### src/rtl/ffha_pkg.sv
// shared types and constants of the first-fit heap allocator
`timescale 1ns / 1ps
package ffha_pkg;

	// request operation codes
	typedef enum logic [1:0] {
		OP_ALLOC  = 2'd0,
		OP_FREE   = 2'd1,
		OP_CALLOC = 2'd2,
		OP_RESIZE = 2'd3
	} op_t;

	// result status codes
	localparam logic [2:0] STAT_OK       = 3'd0;
	localparam logic [2:0] STAT_NULL     = 3'd1;
	localparam logic [2:0] STAT_NOHEAP   = 3'd2;
	localparam logic [2:0] STAT_OVERFLOW = 3'd3;
	localparam logic [2:0] STAT_FULL     = 3'd4;
	localparam logic [2:0] STAT_UNKNOWN  = 3'd5;

	// what the back engine has to do with a request
	typedef enum logic [1:0] {
		K_IMM    = 2'd0,
		K_ALLOC  = 2'd1,
		K_FREE   = 2'd2,
		K_RESIZE = 2'd3
	} kind_t;

	typedef struct packed {
		kind_t       kind;
		logic [31:0] size;
		logic [31:0] addr;
		logic [2:0]  status;
	} cmd_t;

	localparam int QUEUE_DEPTH = 2;
	localparam logic [31:0] HEAP_LIMIT_RESET = 32'd65536;

endpackage

### src/rtl/ffha_front.sv
// front end: request register, array size multiply and classification
`timescale 1ns / 1ps
module ffha_front (
	input  logic             clk,
	input  logic             arst_n,
	input  logic             in_valid,
	output logic             in_ready,
	input  logic [1:0]       operation,
	input  logic [31:0]      request_size,
	input  logic [31:0]      element_count,
	input  logic [31:0]      payload_address,
	output logic             push,
	output ffha_pkg::cmd_t   push_cmd,
	input  logic             q_full
);

	logic        valid_s1;
	logic [1:0]  op_s1;
	logic [31:0] size_s1;
	logic [31:0] count_s1;
	logic [31:0] addr_s1;
	logic [63:0] prod;

	assign push     = valid_s1 && !q_full;
	assign in_ready = !valid_s1 || push;
	assign prod     = 64'(count_s1) * 64'(size_s1);

	always_ff @(posedge clk or negedge arst_n) begin
		if (!arst_n) begin
			valid_s1 <= 1'b0;
		end else if (in_ready) begin
			valid_s1 <= in_valid;
		end
	end

	always_ff @(posedge clk) begin
		if (in_ready && in_valid) begin
			op_s1    <= operation;
			size_s1  <= request_size;
			count_s1 <= element_count;
			addr_s1  <= payload_address;
		end
	end

	always_comb begin
		push_cmd.kind   = ffha_pkg::K_IMM;
		push_cmd.size   = size_s1;
		push_cmd.addr   = addr_s1;
		push_cmd.status = ffha_pkg::STAT_NULL;
		unique case (ffha_pkg::op_t'(op_s1))
			ffha_pkg::OP_ALLOC: begin
				if (size_s1 != 32'd0) push_cmd.kind = ffha_pkg::K_ALLOC;
			end
			ffha_pkg::OP_FREE: begin
				if (addr_s1 != 32'd0) push_cmd.kind = ffha_pkg::K_FREE;
			end
			ffha_pkg::OP_CALLOC: begin
				push_cmd.size = prod[31:0];
				if (count_s1 == 32'd0 || size_s1 == 32'd0) begin
					push_cmd.status = ffha_pkg::STAT_NULL;
				end else if (prod[63:32] != 32'd0) begin
					push_cmd.status = ffha_pkg::STAT_OVERFLOW;
				end else begin
					push_cmd.kind = ffha_pkg::K_ALLOC;
				end
			end
			ffha_pkg::OP_RESIZE: begin
				if (size_s1 == 32'd0) begin
					push_cmd.kind = ffha_pkg::K_IMM;
				end else if (addr_s1 == 32'd0) begin
					push_cmd.kind = ffha_pkg::K_ALLOC;
				end else begin
					push_cmd.kind = ffha_pkg::K_RESIZE;
				end
			end
			default: push_cmd.kind = ffha_pkg::K_IMM;
		endcase
	end

endmodule

### config.mk
export PLATFORM = sky130hd
export DESIGN_NAME = ffha_front
export DESIGN_NICKNAME = d
export VERILOG_FILES = /design/src/rtl/ffha_pkg.sv /design/src/rtl/ffha_front.sv
export SDC_FILE = /design/constraint.sdc
export NUM_CORES = 2
export LEC_CHECK = 0
export BUFFER_PORTS_ARGS = -buffer_cell sky130_fd_sc_hd__buf_2
export CAP_MARGIN = 20
export CORE_ASPECT_RATIO = 0.5
export CORE_MARGIN = 1
export CORE_UTILIZATION = 60
export DETAILED_ROUTE_END_ITERATION = 16
export HOLD_SLACK_MARGIN = 0.08
export PLACE_DENSITY = 0.85
export SLEW_MARGIN = 20
export SYNTH_ARGS = -nofsm -noshare
export SYNTH_HDL_FRONTEND = slang
export SYNTH_SLANG_ARGS = --single-unit
### constraint.sdc
create_clock -name clk -period 12.7 [get_ports clk]
set_clock_uncertainty 0.15 [all_clocks]
set_input_delay 3.81 -clock clk [delete_from_list [all_inputs] [get_ports clk]]
set_output_delay 3.81 -clock clk [all_outputs]
set_load 0.02 [all_outputs]
==> metrics.txt <==
Worst Setup Start Kind=flop; Post-synth top flop=edfxtp_1; grt total ovfl=0; Fmax achieved=0.0779 GHz; Synth Cell Area=around 0.037 mm2; Bufs on Longest Clock Path=2; post-layout min period=approximately 13 ns; post-synth top area share=48.3%; syn nets=5154; Yosys top cell by area=fa_1; Root Buffer=clkbuf_16; Setup TNS=-0.268 ns; via count=29901; Die X=between 300 and 400 um; Hold Path Sink=valid_s1; worst relative slew slack=34.2%; post-route cell area=0.0422 mm2; slowest CP cell=edfxtp_1; Synth area leaders=fa_1, and2_1, ha_1; WL/cell=22.7 um; Hold Path Depth=2; hold_ws=0.382 ns; CP Class=flop to output port; RSZ-0062 raised after global routing=yes; Starting Density=between 60% and 70%; Die Footprint=0.0629 mm2; TritonCTS sink count=99; endpoint class of the critical path=output port; Fillers=4208; Fin. Hold Viols=0; Multi-input gate area=around 0.031 mm2; Ports=173; row count=64; Final GP Congestion=approximately 1; Critical Path AT=8.88 ns; Worst Path Max Fanout=6; Avg Vias per Cell=5.99; total track usage=37.4%; worst slew pin tran=0.987 ns; Sequential Area=0.00297 mm2; Synth async-reset ratio=1.01%; Yosys Warn Count=0; antenna viol nets, final=0; R2R Setup Slk=10.28 ns; Synth Register Bits=99; # nets final=5420; cell mode on critical path=buf_4; Mapped Avg Cell Area=approximately 9.5 um2; violated checks=setup timing; overall routed net length=113000 um; Slew Limit Fails=0; Hold Startpoint=valid_s1; fin crit share=101%; launch point of the worst reg-to-reg path=valid_s1; TritonCTS Buffers=9; largest net degree at the start of global routing=61; DRT iter0 DRCs=2814; Initial DRT Pass Iterations=8; post-placement cell area=about 0.041 mm2; H-tree depth=3; reg-to-reg endpoint=count_s1[1]; post-synthesis sequential area ratio=8.00%; Crit path largest cell delay=0.58 ns; Worst EP required=about 8.7 ns; library cells used by synthesis=79; delay-heaviest family, CP=adder cells; DRC Markers=0; first-pass GRT wire length=178000 um; clk_lat worst skew=0.43 ns; EDFF count, synth=98; number of global-route vias before repair=33484; Die Span Y=around 180 um; Max Cap Violations=0; core footprint=0.0611 mm2; PortBufs=170; Final WS setup=-0.135 ns; Post-Syn Instances=slightly below 4000; CTS tree=built; Hold Crit Class=flop to flop; fin util=69.1%; Worst-path clk slew=0.09 ns; FF-to-FF path depth=3; fraction of layout cells with a size suffix above 1=~16%; initial antenna violation count=6; Area Growth Syn to Fin=13.8%; Final HPWL DP=87300 um; Final setup viols=2; status=complete, but fails checks; Crit path buffers/inverters=19
## layer usage
layer | vias to the layer above | wire, um | global-route usage [%]
li1 | 12273 | - | -
met1 | 15021 | 39700 | 45.2
met2 | 1971 | 53000 | 59.5
met3 | 634 | 12200 | 9.54
met4 | 2 | 8170 | 25.8
met5 | - | 13 | 0
## layout by cell type (no fill, tap or decap), types with 23 or more instances in the layout
cell,count
fa_1,882
inv_1,716
and2_1,625
nand2_1,503
ha_1,243
buf_4,243
buf_2,168
edfxtp_1,98
a21oi_1,74
o21ai_0,62
buf_12,55
nor2_1,48
nand4_1,40
nor4_1,31
xnor2_1,23
## cell families (layout without fill, tap and decap cells)
group,after synthesis,after routing,synth area share (%)
fa+ha+maj,1159,1159,57.2
buf+inv,953,1224,9.80
mux,11,11,0.310
other cells,2,5,0.0202
simple gates,1347,1347,18.9
xor+xnor,43,43,1.01
flops,99,99,8.00
compound gates,279,279,4.73
## registers in the layout, indices dropped and copies added (netlist names)
name,count
addr_s1,32
count_s1,32
op_s1,2
size_s1,32
valid_s1,1
## synthesized netlist by cell type (24+ instances only)
library cell,n
a21oi_1,88
and2_1,632
clkbuf_1,204
edfxtp_1,98
fa_1,896
ha_1,263
inv_1,722
nand2_1,511
nand4_1,40
nor2_1,55
nor4_1,34
o21ai_0,78
xnor2_1,24
## worst min-delay path, stage by stage (launching register included)
cell,delay [ns]
dfrtp_1,0.34
nand2_1,0.08
nand2b_1,0.08
## worst max-delay path by stage
stage	startpoint	cells after the start	end	slack, ns
4_1_cts	count_s1[12]	29	push_cmd[67]	-0.07
3_5_place_dp	count_s1[8]	26	push_cmd[67]	-0.04
3_3_place_gp	count_s1[26]	25	push_cmd[67]	0.10
5_1_grt	size_s1[19]	29	push_cmd[67]	-0.38
2_1_floorplan	count_s1[23]	28	push_cmd[67]	0.83
6_report	size_s1[19]	36	push_cmd[1]	-0.14
## metrics by stage
stage / worst slack, ns / std cells
floorplan: 0.832 / 3893
global placement: 0.103 / 4898
detailed placement: -0.0362 / 4898
CTS: -0.0666 / 4986
global route: -0.384 / 4991
finish: -0.135 / 4992
## timing repair
action | 4_1_cts | 5_1_grt
gates cloned | 3 | 0
gates resized for setup | 117 | 52
hold buffers | 0 | 0
endpoints found under the setup margin | 2 | 2
pin swaps | 67 | 27
buffers inserted | 70 | 3
## area by class of cell
type	instances	area share [%]
Multi-Input combinational cell	2841	73.8
Antenna cell	3	0.0178
Clock buffer	9	0.533
Clock inverter	7	0.169
Sequential cell	99	7.03
Inverter	722	6.41
Tap cell	825	2.44
Timing Repair Buffer	486	9.62
Power is not shown: default switching activity piles up to over one toggle a cycle in this logic, so the estimate is an artifact.
