--- src/rtl/ffha_pkg.sv ---
// shared types and constants of the first-fit heap allocator
`timescale 1ns / 1ps
package ffha_pkg;

	// request operation codes
	typedef enum logic [1:0] {
		OP_ALLOC  = 2'd0,
		OP_FREE   = 2'd1,
		OP_CALLOC = 2'd2,
		OP_RESIZE = 2'd3
	} op_t;

	// result status codes
	localparam logic [2:0] STAT_OK       = 3'd0;
	localparam logic [2:0] STAT_NULL     = 3'd1;
	localparam logic [2:0] STAT_NOHEAP   = 3'd2;
	localparam logic [2:0] STAT_OVERFLOW = 3'd3;
	localparam logic [2:0] STAT_FULL     = 3'd4;
	localparam logic [2:0] STAT_UNKNOWN  = 3'd5;

	// what the back engine has to do with a request
	typedef enum logic [1:0] {
		K_IMM    = 2'd0,
		K_ALLOC  = 2'd1,
		K_FREE   = 2'd2,
		K_RESIZE = 2'd3
	} kind_t;

	typedef struct packed {
		kind_t       kind;
		logic [31:0] size;
		logic [31:0] addr;
		logic [2:0]  status;
	} cmd_t;

	localparam int QUEUE_DEPTH = 2;
	localparam logic [31:0] HEAP_LIMIT_RESET = 32'd65536;

endpackage

--- src/rtl/ffha_queue.sv ---
// short request queue between front end and back engine
`timescale 1ns / 1ps
module ffha_queue (
	input  logic             clk,
	input  logic             arst_n,
	input  logic             push,
	input  ffha_pkg::cmd_t   push_cmd,
	output logic             full,
	input  logic             pop,
	output ffha_pkg::cmd_t   head,
	output logic             empty
);

	localparam int PW = $clog2(ffha_pkg::QUEUE_DEPTH);

	ffha_pkg::cmd_t         ent_q [ffha_pkg::QUEUE_DEPTH];
	logic [PW-1:0]          wr_q;
	logic [PW-1:0]          rd_q;
	logic [PW:0]            cnt_q;

	assign full  = cnt_q == (PW+1)'(ffha_pkg::QUEUE_DEPTH);
	assign empty = cnt_q == '0;
	assign head  = ent_q[rd_q];

	always_ff @(posedge clk or negedge arst_n) begin
		if (!arst_n) begin
			wr_q  <= '0;
			rd_q  <= '0;
			cnt_q <= '0;
		end else begin
			if (push) wr_q <= wr_q + 1'b1;
			if (pop) rd_q <= rd_q + 1'b1;
			priority if (push && !pop) cnt_q <= cnt_q + 1'b1;
			else if (pop && !push) cnt_q <= cnt_q - 1'b1;
		end
	end

	always_ff @(posedge clk) begin
		if (push) ent_q[wr_q] <= push_cmd;
	end

endmodule

--- config.mk ---
export PLATFORM = sky130hd
export DESIGN_NAME = ffha_queue
export DESIGN_NICKNAME = d
export VERILOG_FILES = /design/src/rtl/ffha_pkg.sv /design/src/rtl/ffha_queue.sv
export SDC_FILE = /design/constraint.sdc
export NUM_CORES = 1
export LEC_CHECK = 0
export BUFFER_PORTS_ARGS = -buffer_cell sky130_fd_sc_hd__buf_2
export CORE_MARGIN = 2
export CORE_UTILIZATION = 59
export CTS_BUF_LIST = sky130_fd_sc_hd__clkbuf_8
export CTS_CLUSTER_SIZE = 30
export DETAILED_ROUTE_END_ITERATION = 8
export GPL_ROUTABILITY_DRIVEN = 0
export GPL_TIMING_DRIVEN = 0
export PLACE_DENSITY = 0.88
export SLEW_MARGIN = 10
export SYNTH_ARGS = -nofsm -noshare
export SYNTH_HDL_FRONTEND = slang
export SYNTH_SLANG_ARGS = --single-unit
--- constraint.sdc ---
create_clock -name clk -period 8.3 [get_ports clk]
set_input_delay 1.66 -clock clk [delete_from_list [all_inputs] [get_ports clk]]
set_output_delay 1.66 -clock clk [all_outputs]
set_load 0.02 [all_outputs]
==> results.toml, run 1 <==
[outcome]
status = "finished, final reports clean"

[routing]
routedWlPerCell_um = 17.42
drt_first_pass_iters = 4
detail-route-antenna-nets = 0
vias = 2675
drt-total-wl_mm = 9.059
drc = 0
drtIter0Drc = 68
viasPerCell = 5.144

[timing]
period_minus_slack_ns = 3.257
finClkSkew_ns = 0.009927
max_freq_mhz = 307.0
rsz0062_at_grt = "false"
worst_pin_slew_ns = 0.5270
slew_violations = 0
finalCritPeriodShare_pct = 39.24
setup_tns_ns = 0
setup_viol = 0
hold_violations = 0
relSlewSlack_pct = 64.79

[worst_setup_path]
critPathKind = "flop to output pin"
critPathLaunchType = "flop"
path_delay_family = "buffers and inverters"
worstPathCellList = "buf_6 -> buf_12 -> mux2_4 -> buf_2"
slowest_delay_ns = 0.34
slowest_stage = "dfrtp_1"
timing.rr.start = "wr_q"
endpoint_kind = "output pin"
arrival_ns = 1.60
worstPathMaxFanout = 10
rr_worst_depth = 2
cp.buffers_inverters = 3
cp.required_ns = 6.64
rrSetupSlack_ns = 6.74
r2r_end = "ent_q[1][17]"

[synth]
yosysSeqAreaShare_pct = 76.92
yosys_most_used_dff = "edfxtp_1"
synth_area_leader_cell = "edfxtp_1"
synth_most_common_cell = "edfxtp_1"
synth_seq_cells = 142
syn_inst = 231
synth-async-reset-ratio_pct = 2.817
netlist.area_leader.share_pct = 75.10
netlist_area_sq_mm = 0.005518
synth_edf_count = 138
ys_types = 12
syn_nets = 305
synth_area_per_cell_sq_um = 23.89
netlist_top_cells_count = "edfxtp_1, mux2_4, buf_12"
synth_warnings = 0
synth_area_leaders = "edfxtp_1, mux2_4, buf_12"

[power]
p_int_mw = 1.660
p_sw_mw = 0.7718
switching_share_pct = 31.74
p_clk_share_pct = 21.4
seqPwrFrac_pct = 40.8
power.density_mw_per_mm2 = 356.3
max-vdd-ir-drop_v = 0.0002050
p_comb_share_pct = 37.8
p_leak_nw = 2.826

[min_path]
min_delay_path_depth = 1
min_to = "cnt_q[1]"
hold_path.class = "flop to flop"
hp-start = "cnt_q[1]"

[floorplanning]
fp.coreArea_sq_mm = 0.009153
io_pins = 144
die_height_um = 100.7
start_util_pct = 60.29
fp.dieArea_sq_mm = 0.01014
rows = 35
chipWidth_um = 100.7

[run]
drv_cap = 0

[clocking]
cts_sinks = 142
post_cts_resized = 0
cts_htree_levels = 4
root_buffer = "clkbuf_8"
postCtsSetupBuffers = 0
cts_buffers = 17
clk_path_buf_depth = 2
clk_pin_slew_worst_paths_ns = 0.07
cts_tree = "yes"
cts_hold_buf = 0
clkLatencyLatePin_ns = 0.43

[placed_design]
io_buffers = 143
place_hpwl_mm = 6.232
placed_area_sq_mm = 0.006442

[global_routing]
antenna_found_initial = 0
grt_most_used_layer = "met2"
grt_use_met2_pct = 31.74
grt_pass1_wl_mm = 13.60
grt-ovfl-total = 0
grt_usage_pct = 18.37
grt_max_degree = 37
use_met3_pct = 6.380
globalRouteMet1Util_pct = 20.72
grt_pass1_vias = 2720

[final_layout]
stdcell_area_sq_mm = 0.006824
nets = 470
area_growth_pct = 23.67
n_antenna_cell = 0
drive_gt1_share_pct = 61.61
layout make-up:
cell class,instances,area [sq um]
plain buffers,8,151.4
clock buffers,17,234.0
clock inverters,15,147.6
fillers,547,2328
inverters,1,3.754
multi-input cells,80,1129
flip-flops and latches,142,4244
well taps,111,138.9
repair buffers,146,775.7
how the worst max path moves through the flow:
stage | from | end | slack, ns | cells after the start
6_report | rd_q | head[35] | 5.04 | 4
5_1_grt | rd_q | head[41] | 4.95 | 4
4_1_cts | rd_q | head[35] | 5.00 | 4
3_5_place_dp | push | ent_q[1][68] | 5.37 | 3
3_3_place_gp | push | ent_q[0][56] | 1.42 | 2
2_1_floorplan | push | ent_q[0][0] | 3.11 | 1
worst reg2reg max path: stages (launching register included):
cell and delay, ns:
dfrtp_1 0.43, and2_4 0.52, buf_12 0.30
metal layers:
metal	vias up	part of all wire, %
met2	110	54
met3	8	6.5
met1	1309	39
li1	1248	-
met5	-	0
met4	0	1.0
state kept, by name, summed over array words and instances (netlist names):
register and cells:
cnt_q 2, ent_q 138, wr_q 1, rd_q 1
cells by family after synthesis:
group	count (synthesis)	share of synthesized area, %
multiplexers	69	18.78
AND/OR/NAND/NOR	5	0.4763
buffers and inverters	9	2.812
adder cells (fa/ha/maj)	1	0.2267
flip-flops	142	76.92
XOR/XNOR	5	0.7936
placed cells by master, fill, tap and decap left out, types with 3 or more instances in the layout:
cell type / count
edfxtp_1: 138
buf_12: 10
inv_6: 4
clkinv_4: 3
xor2_1: 4
mux2_4: 69
dfrtp_1: 4
clkbuf_8: 17
buf_2: 143
inv_1: 5
per-stage QoR:
step	power (mW)	hold slack, ns	util, %	setup WS [ns]	std cells
floorplan	1.700	0.4555	-	3.107	231
global placement	1.917	0.4688	69.62	1.421	485
detailed placement	1.941	0.5025	70.39	5.372	488
CTS	2.460	0.5181	74.56	5.004	520
global route	2.534	0.5267	74.56	4.954	520
finish	2.432	0.5164	74.56	5.043	520
power groups by stage:
stage / registers (mW) / logic (mW) / clock network [mW]
floorplan: 1.01 / 0.693 / 0
global placement: 1.02 / 0.900 / 0
detailed placement: 1.01 / 0.931 / 0
CTS: 0.995 / 0.934 / 0.531
global route: 1.00 / 0.970 / 0.559
finish: 0.993 / 0.919 / 0.520
Power figures use the tool's default switching activity.
==> run 2, diff against run 1 <==
--- a/config.mk
+++ b/config.mk
@@ -7,13 +7,13 @@
 export LEC_CHECK = 0
 export BUFFER_PORTS_ARGS = -buffer_cell sky130_fd_sc_hd__buf_2
 export CORE_MARGIN = 2
-export CORE_UTILIZATION = 59
+export CORE_UTILIZATION = 54
 export CTS_BUF_LIST = sky130_fd_sc_hd__clkbuf_8
 export CTS_CLUSTER_SIZE = 30
 export DETAILED_ROUTE_END_ITERATION = 8
 export GPL_ROUTABILITY_DRIVEN = 0
 export GPL_TIMING_DRIVEN = 0
-export PLACE_DENSITY = 0.88
+export PLACE_DENSITY = 0.81
 export SLEW_MARGIN = 10
 export SYNTH_ARGS = -nofsm -noshare
 export SYNTH_HDL_FRONTEND = slang
==> constraint.sdc (replaced) <==
create_clock -name clk -period 3.05 [get_ports clk]
set_input_delay 0.61 -clock clk [delete_from_list [all_inputs] [get_ports clk]]
set_output_delay 0.61 -clock clk [all_outputs]
set_load 0.02 [all_outputs]
==> run 2 against run 1 <==
Combinational power increased to 2.7 times the previous value. Final cell count increased by 4.4%. Clock skew increased by 0.00067 ns. Register-to-register slack got worse by 5.2 ns. Routed wire length decreased by 1.3%. First-iteration DRC count increased by 110%. Largest power group unchanged.
==> results.toml, run 2 (synthesis gave the netlist of run 1 again) <==
[worst_setup_path]
slowest_delay_ns = 0.35
worstPathCellList = "buf_6 -> buf_12 -> mux2_4 -> buf_2"
endpoint_kind = "output pin"
arrival_ns = 1.62
critPathKind = "flop to output pin"
rr_worst_depth = 2
critPathLaunchType = "flop"
cp.required_ns = 2.44
slowest_stage = "dfrtp_1"
worstPathMaxFanout = 10

[routing]
drt_first_pass_iters = 4
detail-route-antenna-nets = 0
routedWlPerCell_um = 16.47
drc = 0
drtIter0Drc = 141
viasPerCell = 4.897
drt-total-wl_mm = 8.944
vias = 2659

[timing]
hold_violations = 0
setup_viol = 0
finClkSkew_ns = 0.01060
rsz0062_at_grt = "false"
setup_tns_ns = 0
slew_violations = 0
finalCritPeriodShare_pct = 73.01
period_minus_slack_ns = 2.227
max_freq_mhz = 449.1
worst_pin_slew_ns = 0.5016
whs_ns = 0.3683
relSlewSlack_pct = 66.49

[floorplanning]
die_height_um = 105.1
rows = 36
fp.dieArea_sq_mm = 0.01104
chipWidth_um = 105.1
start_util_pct = 55.94
io_pins = 144
fp.coreArea_sq_mm = 0.009864

[min_path]
min_delay_path_depth = 1
hold_path.class = "input pin to flop"

[final_layout]
final_common_cell = "buf_2"
largest_reg_flops = 138
layout_common_cells = "buf_2, edfxtp_1, mux2_4, clkbuf_8, buf_12"
nets = 471
area_growth_pct = 23.90
regArea_sq_mm = 0.004244
regMostFlops = "ent_q"
drive_gt1_share_pct = 62.44
stdcell_area_sq_mm = 0.006837
fillers = 658
multiInputGateArea_sq_mm = 0.001129
n_antenna_cell = 0
reg_top3 = "ent_q: 138 flops, cnt_q: 2 flops"

[power]
p_clk_share_pct = 20.2
seqPwrFrac_pct = 41.3
p_int_mw = 4.429
p_comb_share_pct = 38.5
power.density_mw_per_mm2 = 954.9
max-vdd-ir-drop_v = 0.0006245
p_sw_mw = 2.099
switching_share_pct = 32.15
p_leak_nw = 2.802

[clocking]
postCtsSetupBuffers = 0
clk_path_buf_depth = 2
clkLatencyLatePin_ns = 0.42
cts_tree = "yes"
cts_htree_levels = 4
root_buffer = "clkbuf_8"
cts_buffers = 17
clk_pin_slew_worst_paths_ns = 0.08
cts_sinks = 142

[global_routing]
grt-ovfl-total = 0
grt_usage_pct = 16.87
grt_max_degree = 37
grt_pass1_wl_mm = 13.79
grt_pass1_vias = 2847
antenna_found_initial = 0

[run]
drv_cap = 0

[outcome]
status = "finished, final reports clean"

[placed_design]
place_hpwl_mm = 6.241
placed_area_sq_mm = 0.006470
io_buffers = 143
[run 2: cell count changes in the layout (fill, tap and decap cells not counted), sizes merged]
cell and delta:
clkinvlp +4, clkinv +2, inv -5, bufinv -1, dlygate4sd3 +1
[run 2: what timing repair did]
item,4_1_cts,5_1_grt
endpoints found under the hold margin,4,0
hold buffers,1,0
gates resized for setup,0,0
[run 2: metrics by stage]
step           cells  setup slack (ns)  power, mW  utilization, %
2_1_floorplan    231            0.1990      4.615               -
3_3_place_gp     507           -0.7985      5.203           64.90
4_1_cts          543            0.7751      6.607           69.30
6_report         543            0.8233      6.528           69.30
5_1_grt          543            0.7494      6.809           69.30
3_5_place_dp     510             1.172      5.285           65.59
[run 2: worst max-delay path: cells and delay by family (launching register included)]
kind	cells	cell delay [ns]
muxes	1	0.30
buffers and inverters	3	0.54
DFF	1	0.35
[run 2: power groups by stage]
stage / Clock, mW / Combinational [mW] / Sequential (mW)
after global placement: 0 / 2.45 / 2.75
after CTS: 1.36 / 2.55 / 2.70
final: 1.32 / 2.51 / 2.70
after global routing: 1.42 / 2.66 / 2.73
after detailed placement: 0 / 2.54 / 2.74
after floorplan: 0 / 1.89 / 2.73
[run 2: cell type report]
| type | instances | share of cell area [%] |
|---|---|---|
| flip-flops and latches | 142 | 62.08 |
| multi-input cells | 80 | 16.51 |
| repair buffers | 147 | 11.49 |
| clock buffers | 17 | 3.422 |
| well taps | 133 | 2.434 |
| plain buffers | 8 | 2.214 |
| clock inverters | 15 | 1.794 |
| inverters | 1 | 0.05490 |
[run 2: routing by layer]
metal / vias up / routed length (um) / global-route usage [%]
met1: 1292 / 3587 / 19.36
met3: 10 / 659 / 6.301
met4: 0 / 96 / 6.857
met5: - / 0 / 0
li1: 1249 / - / -
met2: 108 / 4599 / 28.57
[run 2: worst paths after layout]
| kind | startpoint | to | slack, ns |
|---|---|---|---|
| max in group asynchronous | arst_n | cnt_q[0] | 2.43 |
| min in group asynchronous | arst_n | rd_q | 0.51 |
| worst min register to register | cnt_q[1] | cnt_q[1] | 0.49 |
| worst min-delay path | push_cmd[28] | ent_q[0][28] | 0.37 |
| worst max register to register | wr_q | ent_q[1][5] | 1.50 |
| worst max-delay path | rd_q | head[68] | 0.82 |
